$ cat config.mk
export PLATFORM = sky130hd
export DESIGN_NAME = windowed_throughput_rate
export DESIGN_NICKNAME = d
export VERILOG_FILES = /design/src/wtr_pkg.sv /design/src/wtr_ram.sv /design/src/wtr_mul.sv /design/src/wtr_div.sv /design/src/windowed_throughput_rate.sv
export SDC_FILE = /design/constraint.sdc
export NUM_CORES = 2
export LEC_CHECK = 0
export BUFFER_PORTS_ARGS = -buffer_cell sky130_fd_sc_hd__buf_2
export CAP_MARGIN = 20
export CORE_AREA = 2 2 550 552
export DETAILED_ROUTE_END_ITERATION = 8
export DIE_AREA = 0 0 552 554
export GPL_TIMING_DRIVEN = 0
export HOLD_SLACK_MARGIN = 0.03
export PLACE_DENSITY_LB_ADDON = 0.12
export SYNTH_ARGS = -nofsm -noshare
export SYNTH_HDL_FRONTEND = slang
export SYNTH_SLANG_ARGS = --single-unit
$ cat constraint.sdc
create_clock -name clk -period 9.1 [get_ports clk]
set_input_delay 0.91 -clock clk [delete_from_list [all_inputs] [get_ports clk]]
set_output_delay 0.91 -clock clk [all_outputs]
set_load 0.1 [all_outputs]
$ cat src/wtr_pkg.sv
// shared constants and types for the windowed throughput rate meter
`default_nettype none
package wtr_pkg;

  localparam int WINDOW_DEF = 180;
  localparam int COUNT_W    = 16;
  localparam int PPH_W      = 12;
  localparam int RATE_W     = 28;
  localparam int HELD_W     = 8;
  localparam int S_TDATA_W  = 16;
  localparam int M_TDATA_W  = 40;

  localparam logic [PPH_W-1:0] PPH_RESET = 12'd180;

  typedef enum logic [2:0] {
    ST_IDLE,
    ST_READ,
    ST_MUL,
    ST_DIV,
    ST_DONE
  } state_t;

endpackage
`default_nettype wire

$ cat src/wtr_ram.sv
// generic single write port ram with registered read
`default_nettype none
module wtr_ram #(
  parameter int WIDTH = 16,
  parameter int DEPTH = 180
) (
  input  wire logic                     clk,
  input  wire logic                     we,
  input  wire logic [$clog2(DEPTH)-1:0] waddr,
  input  wire logic [WIDTH-1:0]         wdata,
  input  wire logic                     re,
  input  wire logic [$clog2(DEPTH)-1:0] raddr,
  output logic      [WIDTH-1:0]         rdata
);

  logic [WIDTH-1:0] mem [DEPTH];

  // write port
  always_ff @(posedge clk) begin
    if (we) begin
      mem[waddr] <= wdata;
    end
  end

  // registered read port
  always_ff @(posedge clk) begin
    if (re) begin
      rdata <= mem[raddr];
    end
  end

endmodule
`default_nettype wire

$ cat src/wtr_mul.sv
// shift-add multiplier, one multiplier bit per cycle from the msb down
`default_nettype none
module wtr_mul #(
  parameter int A_W = 24,
  parameter int B_W = 12
) (
  input  wire logic               clk,
  input  wire logic               rst,
  input  wire logic               start,
  input  wire logic [A_W-1:0]     a,
  input  wire logic [B_W-1:0]     b,
  output logic                    done,
  output logic      [A_W+B_W-1:0] product
);

  localparam int P_W  = A_W + B_W;
  localparam int CN_W = $clog2(B_W + 1);

  logic [A_W-1:0]  a_r;
  logic [B_W-1:0]  b_r;
  logic [CN_W-1:0] cnt;
  logic            busy;

  // control
  always_ff @(posedge clk) begin
    if (rst) begin
      busy <= 1'b0;
      done <= 1'b0;
      cnt  <= '0;
    end else begin
      done <= 1'b0;
      if (start) begin
        busy <= 1'b1;
        cnt  <= CN_W'(B_W);
      end else if (busy) begin
        cnt <= cnt - CN_W'(1);
        if (cnt == CN_W'(1)) begin
          busy <= 1'b0;
          done <= 1'b1;
        end
      end
    end
  end

  // accumulate: double and add the multiplicand when the bit is set
  always_ff @(posedge clk) begin
    if (start) begin
      a_r     <= a;
      b_r     <= b;
      product <= '0;
    end else if (busy) begin
      b_r     <= {b_r[B_W-2:0], 1'b0};
      product <= {product[P_W-2:0], 1'b0} + (b_r[B_W-1] ? {{B_W{1'b0}}, a_r} : P_W'(0));
    end
  end

endmodule
`default_nettype wire

$ cat src/wtr_div.sv
// restoring divider, one quotient bit per cycle
`default_nettype none
module wtr_div #(
  parameter int N_W = 36,
  parameter int D_W = 8
) (
  input  wire logic           clk,
  input  wire logic           rst,
  input  wire logic           start,
  input  wire logic [N_W-1:0] dividend,
  input  wire logic [D_W-1:0] divisor,
  output logic                done,
  output logic      [N_W-1:0] quotient
);

  localparam int CN_W = $clog2(N_W + 1);

  logic [D_W-1:0]  d_r;
  logic [D_W-1:0]  rem;
  logic [D_W:0]    trial;
  logic            fits;
  logic [CN_W-1:0] cnt;
  logic            busy;

  // trial subtract of the next dividend bit
  always_comb begin
    trial = {rem, quotient[N_W-1]};
    fits  = (trial >= {1'b0, d_r});
  end

  // control
  always_ff @(posedge clk) begin
    if (rst) begin
      busy <= 1'b0;
      done <= 1'b0;
      cnt  <= '0;
    end else begin
      done <= 1'b0;
      if (start) begin
        busy <= 1'b1;
        cnt  <= CN_W'(N_W);
      end else if (busy) begin
        cnt <= cnt - CN_W'(1);
        if (cnt == CN_W'(1)) begin
          busy <= 1'b0;
          done <= 1'b1;
        end
      end
    end
  end

  // dividend shifts out at the top while quotient bits enter at the bottom
  always_ff @(posedge clk) begin
    if (start) begin
      d_r      <= divisor;
      rem      <= '0;
      quotient <= dividend;
    end else if (busy) begin
      rem      <= fits ? D_W'(trial - {1'b0, d_r}) : trial[D_W-1:0];
      quotient <= {quotient[N_W-2:0], fits};
    end
  end

endmodule
`default_nettype wire

$ cat src/windowed_throughput_rate.sv
// top level: sliding window throughput meter with serial multiply and divide
// a running transaction reads the store, then passes through the bit-serial multiplier and divider
//   into the output register; an idle transaction goes straight to the output register
// one transaction at a time: no new input is taken until the last one has reached the output register
// a finished result waits in the output register while the next transaction is taken
// reset: synchronous, clears window sum, fill count, pointer, last rate and scale to 180;
//   the window store is not cleared, an entry's old value is used only after it was written
`default_nettype none
module windowed_throughput_rate #(
  parameter int WINDOW = wtr_pkg::WINDOW_DEF
) (
  input  wire logic                          clk,
  input  wire logic                          rst,
  // configuration: periods_per_hour
  input  wire logic                          cfg_we,
  input  wire logic [wtr_pkg::PPH_W-1:0]     cfg_wdata,
  // input stream
  input  wire logic                          s_tvalid,
  output logic                               s_tready,
  input  wire logic [wtr_pkg::S_TDATA_W-1:0] s_tdata,   // [15:0] unit_count
  input  wire logic                          s_tuser,   // [0] running
  // output stream
  output logic                               m_tvalid,
  input  wire logic                          m_tready,
  output logic      [wtr_pkg::M_TDATA_W-1:0] m_tdata    // [27:0] rate, [35:28] periods_held
);

  import wtr_pkg::*;

  localparam int PTR_W  = $clog2(WINDOW);
  localparam int CNT_W  = $clog2(WINDOW + 1);
  localparam int SUM_W  = COUNT_W + $clog2(WINDOW);
  localparam int PROD_W = SUM_W + PPH_W;

  state_t state, state_next;

  logic [PPH_W-1:0]   pph;
  logic [COUNT_W-1:0] count;
  logic [SUM_W-1:0]   window_sum, window_sum_next;
  logic [CNT_W-1:0]   fill_count;
  logic [PTR_W-1:0]   write_pointer;
  logic [RATE_W-1:0]  last_rate;
  logic [RATE_W-1:0]  rate_out;
  logic [HELD_W-1:0]  held_out;

  logic               accept;
  logic               full;
  logic               ram_re, ram_we;
  logic [COUNT_W-1:0] ram_rdata;
  logic               mul_start, mul_done;
  logic [PROD_W-1:0]  product;
  logic               div_start, div_done;
  logic [PROD_W-1:0]  quotient;
  logic               load_out;
  logic               rate_we;

  assign accept = s_tvalid && s_tready;
  assign full   = (fill_count >= CNT_W'(WINDOW));

  // next state
  always_comb begin
    state_next = state;
    case (state)
      ST_IDLE: begin
        if (accept) begin
          state_next = s_tuser ? ST_READ : ST_DONE;
        end
      end
      ST_READ: state_next = ST_MUL;
      ST_MUL: begin
        if (mul_done) begin
          state_next = ST_DIV;
        end
      end
      ST_DIV: begin
        if (div_done) begin
          state_next = ST_DONE;
        end
      end
      ST_DONE: begin
        if (!m_tvalid || m_tready) begin
          state_next = ST_IDLE;
        end
      end
      default: state_next = ST_IDLE;
    endcase
  end

  // state outputs
  always_comb begin
    s_tready  = 1'b0;
    ram_re    = 1'b0;
    ram_we    = 1'b0;
    mul_start = 1'b0;
    div_start = 1'b0;
    rate_we   = 1'b0;
    load_out  = 1'b0;
    case (state)
      ST_IDLE: begin
        s_tready = 1'b1;
        ram_re   = s_tvalid && s_tuser;
      end
      ST_READ: begin
        ram_we    = 1'b1;
        mul_start = 1'b1;
      end
      ST_MUL:  div_start = mul_done;
      ST_DIV:  rate_we   = div_done;
      ST_DONE: load_out  = !m_tvalid || m_tready;
      default: ;
    endcase
  end

  // window sum after the new count enters and, once the window is full, the oldest leaves
  always_comb begin
    if (full) begin
      window_sum_next = window_sum - SUM_W'(ram_rdata) + SUM_W'(count);
    end else begin
      window_sum_next = window_sum + SUM_W'(count);
    end
  end

  always_ff @(posedge clk) begin
    if (rst) begin
      state <= ST_IDLE;
    end else begin
      state <= state_next;
    end
  end

  // scale register
  always_ff @(posedge clk) begin
    if (rst) begin
      pph <= PPH_RESET;
    end else if (cfg_we) begin
      pph <= cfg_wdata;
    end
  end

  // window bookkeeping
  always_ff @(posedge clk) begin
    if (rst) begin
      window_sum    <= '0;
      fill_count    <= '0;
      write_pointer <= '0;
      last_rate     <= '0;
    end else begin
      if (state == ST_READ) begin
        window_sum <= window_sum_next;
        if (!full) begin
          fill_count <= fill_count + CNT_W'(1);
        end
        if (write_pointer == PTR_W'(WINDOW - 1)) begin
          write_pointer <= '0;
        end else begin
          write_pointer <= write_pointer + PTR_W'(1);
        end
      end
      if (rate_we) begin
        last_rate <= quotient[RATE_W-1:0];
      end
    end
  end

  // input count capture
  always_ff @(posedge clk) begin
    if (accept) begin
      count <= s_tdata[COUNT_W-1:0];
    end
  end

  // output register
  always_ff @(posedge clk) begin
    if (rst) begin
      m_tvalid <= 1'b0;
    end else if (load_out) begin
      m_tvalid <= 1'b1;
    end else if (m_tready) begin
      m_tvalid <= 1'b0;
    end
  end

  always_ff @(posedge clk) begin
    if (load_out) begin
      rate_out <= last_rate;
      held_out <= HELD_W'(fill_count);
    end
  end

  assign m_tdata = {{(M_TDATA_W - RATE_W - HELD_W){1'b0}}, held_out, rate_out};

  // window store
  wtr_ram #(
    .WIDTH (COUNT_W),
    .DEPTH (WINDOW)
  ) u_store (
    .clk   (clk),
    .we    (ram_we),
    .waddr (write_pointer),
    .wdata (count),
    .re    (ram_re),
    .raddr (write_pointer),
    .rdata (ram_rdata)
  );

  // sum times scale
  wtr_mul #(
    .A_W (SUM_W),
    .B_W (PPH_W)
  ) u_mul (
    .clk     (clk),
    .rst     (rst),
    .start   (mul_start),
    .a       (window_sum_next),
    .b       (pph),
    .done    (mul_done),
    .product (product)
  );

  // divide by periods held
  wtr_div #(
    .N_W (PROD_W),
    .D_W (CNT_W)
  ) u_div (
    .clk      (clk),
    .rst      (rst),
    .start    (div_start),
    .dividend (product),
    .divisor  (fill_count),
    .done     (div_done),
    .quotient (quotient)
  );

  // checks
  a_fill_bound: assert property (@(posedge clk) disable iff (rst)
    fill_count <= CNT_W'(WINDOW))
    else $error("fill count beyond window depth");

  a_mul_done_state: assert property (@(posedge clk) disable iff (rst)
    mul_done |-> state == ST_MUL)
    else $error("multiplier finished outside multiply state");

  a_div_done_state: assert property (@(posedge clk) disable iff (rst)
    div_done |-> state == ST_DIV)
    else $error("divider finished outside divide state");

  a_idle_item: assert property (@(posedge clk) disable iff (rst)
    (accept && !s_tuser) |=> (state == ST_DONE && $stable(fill_count) && $stable(last_rate)))
    else $error("idle transaction changed the window");

endmodule
`default_nettype wire

==> metrics.cfg <==
[clocking]
cts_tree=done
cts_buffer_depth=4
h-tree-depth=5
clk_pin_slew_worst_paths_ns=0.06
cts_setup_buffers=0
cts_num_sinks=3170
postCtsHoldBufs=0
cts-root-buf=clkbuf_16
cts_resized=0
cts_made_buffers=341
insertion_delay_ns=0.95

[global_routing]
grt_overflow=0
track_usage=0.2663
grt_pass1_vias=65320
grt_first_pass_wirelength_mm=556.6
grt_max_degree=36
antenna_found_initial=15

[setup_path]
crit_fanout=10
ff2ff_setup_slack_ns=2.56
reg2reg_from=write_pointer[1]
cpMaxStageDelayCell=a311oi_1
regToRegEndpoint=u_store.rdata[11]
cp_common_cell=buf_2
cp.required_ns=9.59
rr_worst_depth=9
arrival_ns=7.03
crit_path_end=u_store.rdata[11]
crit_chain=clkbuf_1, buf_2, buf_2, buf_2, clkbuf_1, mux4_2, mux4_2, a311oi_1, nand3_1
critPathLaunch=write_pointer[1]
crit_type=reg2reg
slowest_delay_ns=0.98
worstSetupEndpointType=flop
cp-start-kind=flop

[pwr]
p_leak_nw=47.05
switching_power_w=0.007451
swShare=0.2314
peakVddDrop_uv=190.4
internal-power_w=0.02475
p_per_area_nw_per_um2=216.1
pwr-share-clk=0.419
power_frac_seq=0.509
p_comb_frac=0.073

[layout]
syn_to_final_growth_pct=18.86
postLayoutCoreUtil=0.4980
final_nets=6922
final_area_sq_um=149000
layout_common_cells=edfxtp_1 (3028), mux4_2 (920), clkbuf_16 (345)
final_common_cell=edfxtp_1
drive_above_1_share=0.3038

[floorplan]
start_util=0.4190
ios=76
die_x_um=552
row_count=201
die-height_um=554
dieArea_sq_um=305800
fp.coreArea_sq_um=299300

[synth]
ys_async_sr_fraction=0
yosys_warnings=0
synth.avg_cell_area_sq_um=20.80
synth_cells=6029
synth-seq-area-share=0.7478
synth_flop_cell=edfxtp_1
synth_area_sq_um=125400
ys_types=70
ys_ff_latch=3170
synth-edff-count=3028

[sta]
finalSetupViolations=0
fin_crit_sh=0.7183
drv_slew=0
tightest_slew_ns=1.277
fin_skew_ns=0.06014
hold_viol=0
grt_setup_unrepaired=no
setup_tns_ns=0
max_slew_margin=0.1426
fmax_mhz=153.0
hold_slack_ns=0.1596
min_period_ns=6.537

[placement]
place.gp.congestion=0.9840
place_area_sq_um=138300
io_buffers=70
dpl.hpwl_mm=290.1

[min_path]
hold_class=in2reg

[run_status]
status=complete, no violations

[routing]
drc=0
wirelength_mm=409.9
drt_iter0_drc=8932
drtAntennaViolNets=0
wl_per_cell_um=37.20
viasPerCell=6.017
vias=66320
first_pass_iters=6

[flow_run]
cap_viol_max_count=0

## worst max-delay path, delay by kind of cell (launching register included)
| family | cells | cell delay, ns |
|---|---|---|
| buffers and inverters | 5 | 3.13 |
| DFF | 1 | 0.42 |
| AOI/OAI and AO/OA | 1 | 0.98 |
| and+or+nand+nor | 1 | 0.53 |
| muxes | 2 | 0.98 |
## metrics by stage
step | cells | power (W) | worst slack [ns]
floorplan | 6032 | 0.01800 | 3.528
global placement | 10060 | 0.01884 | 0.02141
detailed placement | 10390 | 0.01902 | 2.956
CTS | 11010 | 0.03238 | 2.853
global route | 11010 | 0.03306 | 2.857
finish | 11020 | 0.03220 | 2.563
## state kept, by name (all words and copies together), names as in the netlist
register	count
u_store.mem	2880
u_div.quotient	36
u_mul.product	36
last_rate	28
rate_out	28
u_mul.a_r	24
window_sum	24
count	16
u_store.rdata	16
pph	12
u_mul.b_r	12
fill_count	8
held_out	8
u_div.d_r	8
u_div.rem	8
write_pointer	8
u_div.cnt	6
u_mul.cnt	4
state	3
m_tvalid	1
u_div.busy	1
u_div.done	1
u_mul.busy	1
u_mul.done	1
## how the worst min path moves through the flow
stage | start | endpoint | slack, ns | depth (start not counted)
4_1_cts | s_tdata[12] | count[12] | 0.09 | 1
5_1_grt | s_tdata[12] | count[12] | 0.11 | 1
2_1_floorplan | last_rate[0] | rate_out[0] | 0.41 | 0
6_report | s_tdata[12] | count[12] | 0.16 | 1
3_5_place_dp | last_rate[20] | rate_out[20] | 0.42 | 0
3_3_place_gp | last_rate[23] | rate_out[23] | 0.42 | 0
## Yosys cell counts, drive strengths merged, types with 33 or more instances
| cell type | n | share of area |
|---|---|---|
| buf | 157 | 0.0072 |
| nand3 | 40 | 0.0016 |
| xor2 | 34 | 0.0024 |
| nor2b | 43 | 0.0021 |
| nand2 | 322 | 0.0096 |
| dfxtp | 142 | 0.023 |
| mux2i | 44 | 0.0035 |
| nor2 | 280 | 0.0084 |
| xnor2 | 45 | 0.0031 |
| inv | 143 | 0.0043 |
| nor3 | 33 | 0.0013 |
| mux4 | 920 | 0.17 |
| edfxtp | 3028 | 0.73 |
| o21ai | 88 | 0.0035 |
| a21oi | 131 | 0.0052 |
| clkbuf | 169 | 0.0051 |
| ha | 87 | 0.0087 |
## cell type report
cell class	instances	area (sq um)
Clock inverter	171	1617
Antenna cell	13	32.53
Clock buffer	440	9030
Inverter	143	536.8
Buffer	326	1615
Tap cell	3958	4952
Fill cell	24180	150200
Timing Repair Buffer	407	7413
Sequential cell	3170	93770
Multi-Input combinational cell	2393	30080
## power groups by stage
| stage | combinational, W | sequential, W | clock (W) |
|---|---|---|---|
| 4_1_cts | 0.00234 | 0.0164 | 0.0137 |
| 6_report | 0.00233 | 0.0164 | 0.0135 |
| 3_5_place_dp | 0.00233 | 0.0167 | 0 |
| 3_3_place_gp | 0.00171 | 0.0171 | 0 |
| 2_1_floorplan | 0.00113 | 0.0169 | 0 |
| 5_1_grt | 0.00249 | 0.0164 | 0.0142 |
## layer usage
metal	GRT usage	share of wire	vias up
met2	0.4228	0.47	3095
li1	-	-	26410
met1	0.3640	0.40	36130
met5	0	0.00027	-
met3	0.05063	0.081	680
met4	0.1066	0.045	6
## cells by family after synthesis
logic type	share of synthesized area
buf+inv	0.01656
flops	0.7478
compound gates	0.02018
fa+ha+maj	0.01171
simple gates	0.02904
xor+xnor	0.005518
other cells	0.00002990
mux	0.1692
(Power assumes the default switching activity.)
